### src/rtl/sps_pkg.sv
// ----------------------------------------------------------------------------
// sps_pkg
// Types, codes and phase tables shared by the stepper phase sequencer.
// ----------------------------------------------------------------------------
package sps_pkg;

  localparam int STEP_COUNT_BITS = 16;
  localparam int BOUNCE_BITS     = 16;
  localparam int PHASE_BITS      = 4;
  localparam int CFG_DATA_BITS   = 16;
  localparam int CFG_IDX_BITS    = 1;

  localparam logic [PHASE_BITS-1:0]  HALF_PHASES  = 4'd8;
  localparam logic [PHASE_BITS-1:0]  FULL_PHASES  = 4'd4;
  localparam logic [BOUNCE_BITS-1:0] BOUNCE_RESET = 16'd300;

  typedef enum logic [1:0] {
    KIND_START = 2'd0,
    KIND_TICK  = 2'd1,
    KIND_LIMIT = 2'd2
  } kind_t;

  typedef enum logic [1:0] {
    POS_CENTER = 2'd0,
    POS_LEFT   = 2'd1,
    POS_RIGHT  = 2'd2
  } pos_t;

  typedef enum logic [CFG_IDX_BITS-1:0] {
    REG_HALF_STEP_MODE = 1'd0,
    REG_BOUNCE_STEPS   = 1'd1
  } reg_idx_t;

  typedef struct packed {
    logic [1:0]                 kind;
    logic                       direction;
    logic [STEP_COUNT_BITS-1:0] step_count;
    logic                       limit_side;
  } in_t;

  typedef struct packed {
    logic [3:0] coils;
    logic       awake;
    logic       busy_res;
    logic       response_valid;
    logic [1:0] position;
  } out_t;

  function automatic logic [3:0] half_coils(input logic [PHASE_BITS-1:0] ph);
    logic [3:0] c;
    unique case (ph)
      4'd1:    c = 4'h5;
      4'd2:    c = 4'h4;
      4'd3:    c = 4'h6;
      4'd4:    c = 4'h2;
      4'd5:    c = 4'hA;
      4'd6:    c = 4'h8;
      4'd7:    c = 4'h9;
      4'd8:    c = 4'h1;
      default: c = 4'h0;
    endcase
    return c;
  endfunction

  function automatic logic [3:0] full_coils(input logic [PHASE_BITS-1:0] ph);
    logic [3:0] c;
    unique case (ph)
      4'd1:    c = 4'h5;
      4'd2:    c = 4'h6;
      4'd3:    c = 4'hA;
      4'd4:    c = 4'h9;
      default: c = 4'h0;
    endcase
    return c;
  endfunction

endpackage

### src/rtl/sps_phase.sv
// ----------------------------------------------------------------------------
// sps_phase
// Phase advance and coil pattern lookup for one step, half or full step.
// ----------------------------------------------------------------------------
module sps_phase (
  input  logic [sps_pkg::PHASE_BITS-1:0] phase,
  input  logic                           forward,
  input  logic                           half_mode,
  output logic [sps_pkg::PHASE_BITS-1:0] phase_next,
  output logic [3:0]                     coils
);

  logic [sps_pkg::PHASE_BITS-1:0] top;

  always_comb begin
    top = half_mode ? sps_pkg::HALF_PHASES : sps_pkg::FULL_PHASES;
    if (forward) begin
      phase_next = (phase < top) ? phase + 4'd1 : 4'd1;
    end else begin
      phase_next = (phase > 4'd1 && phase <= top) ? phase - 4'd1 : top;
    end
    coils = half_mode ? sps_pkg::half_coils(phase_next) : sps_pkg::full_coils(phase_next);
  end

endmodule

### src/rtl/stepper_phase_sequencer_unit.sv
// ----------------------------------------------------------------------------
// stepper_phase_sequencer_unit
// Stepper coil sequencer: start, step tick and limit requests in, one
// coil/status result out for every request.
// ----------------------------------------------------------------------------
// Every request is decoded against the sequencer state in a single
// combinational pass; the state and result register load at the accepting
// edge, so the result shows in the next cycle. A new request is taken
// in every cycle in which the result register is empty or its result is
// being taken; only a stalled output holds off the input. Configuration
// writes land at once and apply to the next request.
module stepper_phase_sequencer_unit (
  input  logic                              clk,
  input  logic                              rst,
  input  logic                              in_valid,
  output logic                              in_ready,
  input  sps_pkg::in_t                      in_data,
  output logic                              out_valid,
  input  logic                              out_ready,
  output sps_pkg::out_t                     out_data,
  input  logic                              cfg_we,
  input  logic [sps_pkg::CFG_IDX_BITS-1:0]  cfg_idx,
  input  logic [sps_pkg::CFG_DATA_BITS-1:0] cfg_wdata
);

  logic                                half_step_mode;
  logic [sps_pkg::BOUNCE_BITS-1:0]     bounce_steps;

  logic [sps_pkg::PHASE_BITS-1:0]      phase_index, phase_index_next;
  logic [sps_pkg::STEP_COUNT_BITS-1:0] steps_left, steps_left_next;
  logic                                move_direction, move_direction_next;
  logic [sps_pkg::BOUNCE_BITS:0]       bounce_left, bounce_left_next;
  logic [1:0]                          position_code, position_code_next;
  logic [3:0]                          coil_state, coil_state_next;
  logic                                awake_flag, awake_flag_next;
  logic                                resp;

  logic [sps_pkg::PHASE_BITS-1:0]      adv_phase;
  logic [3:0]                          adv_coils;
  logic                                accept;

  assign in_ready = !out_valid || out_ready;
  assign accept   = in_valid && in_ready;

  sps_phase u_phase (
    .phase      (phase_index),
    .forward    (move_direction),
    .half_mode  (half_step_mode),
    .phase_next (adv_phase),
    .coils      (adv_coils)
  );

  always_comb begin
    phase_index_next    = phase_index;
    steps_left_next     = steps_left;
    move_direction_next = move_direction;
    bounce_left_next    = bounce_left;
    position_code_next  = position_code;
    coil_state_next     = coil_state;
    awake_flag_next     = awake_flag;
    resp                = 1'b0;
    unique case (in_data.kind)
      sps_pkg::KIND_START: begin
        move_direction_next = in_data.direction;
        steps_left_next     = in_data.step_count;
        if (in_data.step_count == '0) begin
          if (position_code != sps_pkg::POS_CENTER && bounce_left[sps_pkg::BOUNCE_BITS]) begin
            position_code_next = sps_pkg::POS_CENTER;
          end
          coil_state_next = 4'h0;
          awake_flag_next = 1'b0;
          resp            = 1'b1;
        end
      end
      sps_pkg::KIND_TICK: begin
        if (steps_left != '0) begin
          if (!bounce_left[sps_pkg::BOUNCE_BITS]) begin
            bounce_left_next = bounce_left - 1'b1;
          end
          phase_index_next = adv_phase;
          coil_state_next  = adv_coils;
          awake_flag_next  = 1'b1;
          steps_left_next  = steps_left - 1'b1;
          if (steps_left == {{(sps_pkg::STEP_COUNT_BITS-1){1'b0}}, 1'b1}) begin
            if (position_code != sps_pkg::POS_CENTER && bounce_left_next[sps_pkg::BOUNCE_BITS]) begin
              position_code_next = sps_pkg::POS_CENTER;
            end
            coil_state_next = 4'h0;
            awake_flag_next = 1'b0;
            resp            = 1'b1;
          end
        end
      end
      sps_pkg::KIND_LIMIT: begin
        bounce_left_next   = {1'b0, bounce_steps};
        position_code_next = in_data.limit_side ? sps_pkg::POS_RIGHT : sps_pkg::POS_LEFT;
        steps_left_next    = '0;
        coil_state_next    = 4'h0;
        awake_flag_next    = 1'b0;
        resp               = 1'b1;
      end
      default: begin
      end
    endcase
  end

  always_ff @(posedge clk) begin
    if (rst) begin
      half_step_mode <= 1'b1;
      bounce_steps   <= sps_pkg::BOUNCE_RESET;
    end else if (cfg_we) begin
      unique case (cfg_idx)
        sps_pkg::REG_HALF_STEP_MODE: half_step_mode <= cfg_wdata[0];
        sps_pkg::REG_BOUNCE_STEPS:   bounce_steps   <= cfg_wdata;
        default: begin
        end
      endcase
    end
  end

  always_ff @(posedge clk) begin
    if (rst) begin
      phase_index    <= '0;
      steps_left     <= '0;
      move_direction <= 1'b0;
      bounce_left    <= {1'b0, sps_pkg::BOUNCE_RESET};
      position_code  <= sps_pkg::POS_CENTER;
      coil_state     <= 4'h0;
      awake_flag     <= 1'b0;
      out_valid      <= 1'b0;
    end else begin
      if (accept) begin
        phase_index    <= phase_index_next;
        steps_left     <= steps_left_next;
        move_direction <= move_direction_next;
        bounce_left    <= bounce_left_next;
        position_code  <= position_code_next;
        coil_state     <= coil_state_next;
        awake_flag     <= awake_flag_next;
        out_valid      <= 1'b1;
      end else if (out_ready) begin
        out_valid <= 1'b0;
      end
    end
  end

  always_ff @(posedge clk) begin
    if (accept) begin
      out_data.coils          <= coil_state_next;
      out_data.awake          <= awake_flag_next;
      out_data.busy_res       <= (steps_left_next != '0);
      out_data.response_valid <= resp;
      out_data.position       <= position_code_next;
    end
  end

endmodule

### config.mk
export PLATFORM = sky130hd
export DESIGN_NAME = stepper_phase_sequencer_unit
export DESIGN_NICKNAME = d
export VERILOG_FILES = /design/src/rtl/sps_pkg.sv /design/src/rtl/sps_phase.sv /design/src/rtl/stepper_phase_sequencer_unit.sv
export SDC_FILE = /design/constraint.sdc
export NUM_CORES = 1
export LEC_CHECK = 0
export ABC_AREA = 0
export BUFFER_PORTS_ARGS = -buffer_cell sky130_fd_sc_hd__buf_2
export CELL_PAD_IN_SITES_DETAIL_PLACEMENT = 1
export CELL_PAD_IN_SITES_GLOBAL_PLACEMENT = 1
export CORE_ASPECT_RATIO = 0.8
export CORE_MARGIN = 1
export CORE_UTILIZATION = 43
export CTS_CLUSTER_SIZE = 16
export DETAILED_ROUTE_END_ITERATION = 8
export GPL_TIMING_DRIVEN = 0
export HOLD_SLACK_MARGIN = 0.05
export PLACE_DENSITY = 0.81
export SYNTH_ARGS = -nofsm -noshare
export SYNTH_HDL_FRONTEND = slang
export SYNTH_SLANG_ARGS = --single-unit
### constraint.sdc
create_clock -name clk -period 3.1 [get_ports clk]
set_input_delay 0.465 -clock clk [delete_from_list [all_inputs] [get_ports clk]]
set_output_delay 0.465 -clock clk [all_outputs]
set_load 0.05 [all_outputs]
==> results.json <==
{
  "peakVddDrop_mv": 0.2523,
  "ys_ff_latch": 72,
  "htreeDepth": 3,
  "synth-simple-area-share": 0.2686,
  "required_ps": 3180,
  "portBuffers": 51,
  "num-nets-final": 640,
  "netlist_area_um2": 4239,
  "grtUsageTotal": 0.3002,
  "ios": 53,
  "run_status": "finished, final reports clean",
  "cts_buffers": 9,
  "hold_class": "in2reg",
  "cp_cell_sequence": "nor4_2, and4_1, clkbuf_1, nor4_1, a211oi_1, nand3_1, nor4_2, nand4_1",
  "skew_ps": 5.216,
  "stdcell_count": 712,
  "critPathLaunchType": "flip-flop",
  "drive_gt1_frac": 0.1653,
  "final_hold_viol_count": 0,
  "postSynthCellCount": 527,
  "critical_path.max_stage_delay_ps": 680,
  "tightest_slew_ps": 1135,
  "synth_cell_types": 64,
  "ys_seq_area_frac": 0.3613,
  "p_leak_nw": 1.948,
  "start_util": 0.4411,
  "final.period_utilization": 0.9556,
  "synth-edff-count": 9,
  "ys_warn_count": 0,
  "rows": 32,
  "cp.arrival_ps": 3040,
  "reg2reg_depth": 8,
  "slew_headroom": 0.2436,
  "rsz0062_at_grt": "no",
  "crit_top_cell": "nor4_2",
  "hpwl_mm": 10.60,
  "use_met2": 0.4489,
  "clockBufferDepth": 2,
  "syn-num-nets": 578,
  "async_flop_share": 0,
  "grt_start_max_net_pins": 19,
  "place.gp.congestion": 0.9165,
  "drtIter0Drc": 247,
  "synth_top_family_by_area": "simple AND/OR/NAND/NOR gates",
  "slew_violations": 0,
  "diodes": 0,
  "syn_area_per_cell_um2": 8.044,
  "dr.pass1.iters": 4,
  "whs_path_depth": 3,
  "power_mw": 2.904,
  "area_growth_syn_to_layout_pct": 19.10,
  "grt.busiest_layer": "met2",
  "clock-root-buffer": "clkbuf_16",
  "wl_per_cell_um": 20.55,
  "dieArea_um2": 10260,
  "final_cell_mix": "nand2_1 (71), dfxtp_1 (63), nor2_1 (52), buf_2 (51), a21oi_1 (34)",
  "cts_sinks": 72,
  "use_met3": 0.07114,
  "dieHeight_um": 90.81,
  "ant_nets": 0,
  "placeableCoreArea_um2": 9609,
  "synth_top_flop_cell": "dfxtp_1",
  "synth-compound-area-share": 0.2512,
  "routed_wl_mm": 14.63,
  "grt_pass1_vias": 4389,
  "antenna_found_initial": 0,
  "grt_pass1_wl_mm": 23.54,
  "critPathKind": "reg2reg",
  "vias": 4481,
  "chipWidth_um": 113.0,
  "yosys.area_share.xor_xnor": 0.02066,
  "synthAdderAreaFrac": 0.02656,
  "met1_usage": 0.4154,
  "place_inst": 697,
  "max_freq_mhz": 337.6,
  "critPathMaxFanout": 8,
  "critPathSlowestCell": "nor4_2",
  "powerDensity_nw_per_um2": 575.2,
  "synthMuxAreaShare": 0.01476,
  "fin_crit_ps": 2962,
  "drc": 0,
  "max_cap_violations": 0,
  "cts_tree": "yes",
  "setup_violations": 0,
  "grt_overflow_total": 0,
  "critPathCaptureType": "flip-flop",
  "via_per_inst": 6.294,
  "clk_pin_slew_ps": 60,
  "final_common_cell": "nand2_1",
  "clk_latency_ps": 350
}
per-layer routing:
layer,routed length [um],part of all wire
met3,936,0.064
met4,293,0.020
met5,0,0
met1,6883,0.47
met2,6518,0.45
per-stage QoR:
step                      TNS, ps  cell area, um2  utilization  setup slack [ps]  hold slack [ps]
after detailed placement   -83.87            4643       0.4832            -52.49            452.4
after global placement     -21.83            4643       0.4832            -21.83            444.8
final                           0            5049       0.5254             137.5            331.7
after global routing            0            5049       0.5254             8.395            333.6
after floorplan                 0            4239            -             456.4            435.7
after CTS                       0            5024       0.5228             69.51            325.2
flip-flops by register name, summed over array words and instances (netlist names):
name,flops
awake_flag,1
bounce_left,17
bounce_steps,16
coil_state,4
half_step_mode,1
move_direction,1
out_data,9
out_valid,1
phase_index,4
position_code,2
steps_left,16
report_power, final:
| part | internal, mW | total, mW | leakage (nW) | switching, mW |
|---|---|---|---|---|
| Combinational | 0.204 | 0.581 | 1.17 | 0.377 |
| Clock | 0.861 | 1.27 | 0.171 | 0.409 |
| Sequential | 0.998 | 1.05 | 0.604 | 0.0554 |
Yosys cell counts, types with 3 or more instances:
cell type / n / area, um2
nor4_1: 16 / 100.1
a32o_1: 4 / 40.04
o211a_1: 3 / 30.03
ha_1: 9 / 112.6
clkbuf_1: 26 / 97.59
a22o_1: 5 / 43.79
nor2_1: 52 / 195.2
nor3_1: 22 / 110.1
a32oi_1: 3 / 26.28
o21ai_0: 20 / 100.1
a31oi_1: 3 / 18.77
nand2_1: 71 / 266.5
or2b_2: 3 / 26.28
a311oi_1: 3 / 26.28
o21ai_1: 3 / 15.01
nand2b_1: 6 / 37.54
and2_1: 4 / 25.02
dfxtp_1: 63 / 1261
nand3b_1: 5 / 37.54
nor2b_1: 6 / 37.54
buf_6: 4 / 45.04
or3_1: 5 / 31.28
mux2i_1: 4 / 40.04
a22oi_1: 11 / 82.58
o31ai_1: 3 / 22.52
or2_2: 5 / 31.28
xnor2_1: 3 / 26.28
edfxtp_1: 9 / 270.3
inv_1: 18 / 67.56
a221o_1: 4 / 40.04
a221oi_1: 4 / 35.03
nand4_1: 7 / 43.79
or4_1: 4 / 30.03
a211oi_1: 27 / 202.7
o21a_1: 5 / 37.54
a21oi_1: 34 / 170.2
nand3_1: 11 / 55.05
o41ai_1: 3 / 26.28
xor2_1: 7 / 61.31
critical path: cells and delay by family (launching register included):
| family | cells | cell delay [ps] |
|---|---|---|
| AND/OR/NAND/NOR | 6 | 1600 |
| AO/OA/AOI/OAI | 1 | 440 |
| flip-flops | 1 | 380 |
| buffers and inverters | 1 | 270 |
path summary, 6_finish.rpt:
path	from	end	slack (ps)
setup / recovery	steps_left[9]$_SDFFE_PP0P_	out_data[3]$_DFFE_PP_	140
hold / removal	cfg_wdata[2]	bounce_steps[2]$_SDFFE_PP1P_	330
setup reg to reg	steps_left[9]$_SDFFE_PP0P_	out_data[3]$_DFFE_PP_	140
hold reg to reg	awake_flag$_SDFFE_PP0P_	awake_flag$_SDFFE_PP0P_	460
kinds of logic (layout without fill, tap and decap cells):
group | Yosys count | after routing
AOI/OAI and AO/OA | 150 | 150
xor gates and xnor gates | 10 | 10
adders and majority gates | 9 | 9
buffers and inverters | 51 | 117
DFF | 72 | 72
muxes | 6 | 6
and+or+nand+nor | 229 | 229
area by class of cell:
| type | instances | area [um2] |
|---|---|---|
| Buffer | 33 | 176.4 |
| Clock buffer | 9 | 225.2 |
| Clock inverter | 6 | 132.6 |
| Tap cell | 119 | 148.9 |
| Fill cell | 1199 | 4561 |
| Inverter | 18 | 67.56 |
| Timing Repair Buffer | 51 | 255.2 |
| Sequential cell | 72 | 1531 |
| Multi-Input combinational cell | 404 | 2511 |
repair_timing:
item                       in CTS  in global routing
buffers inserted                0                  0
setup endpoints to repair       3                 15
hold buffers                    0                  0
gates resized for setup         4                  8
gates cloned                    0                  0
Power figures use the tool's default switching activity.
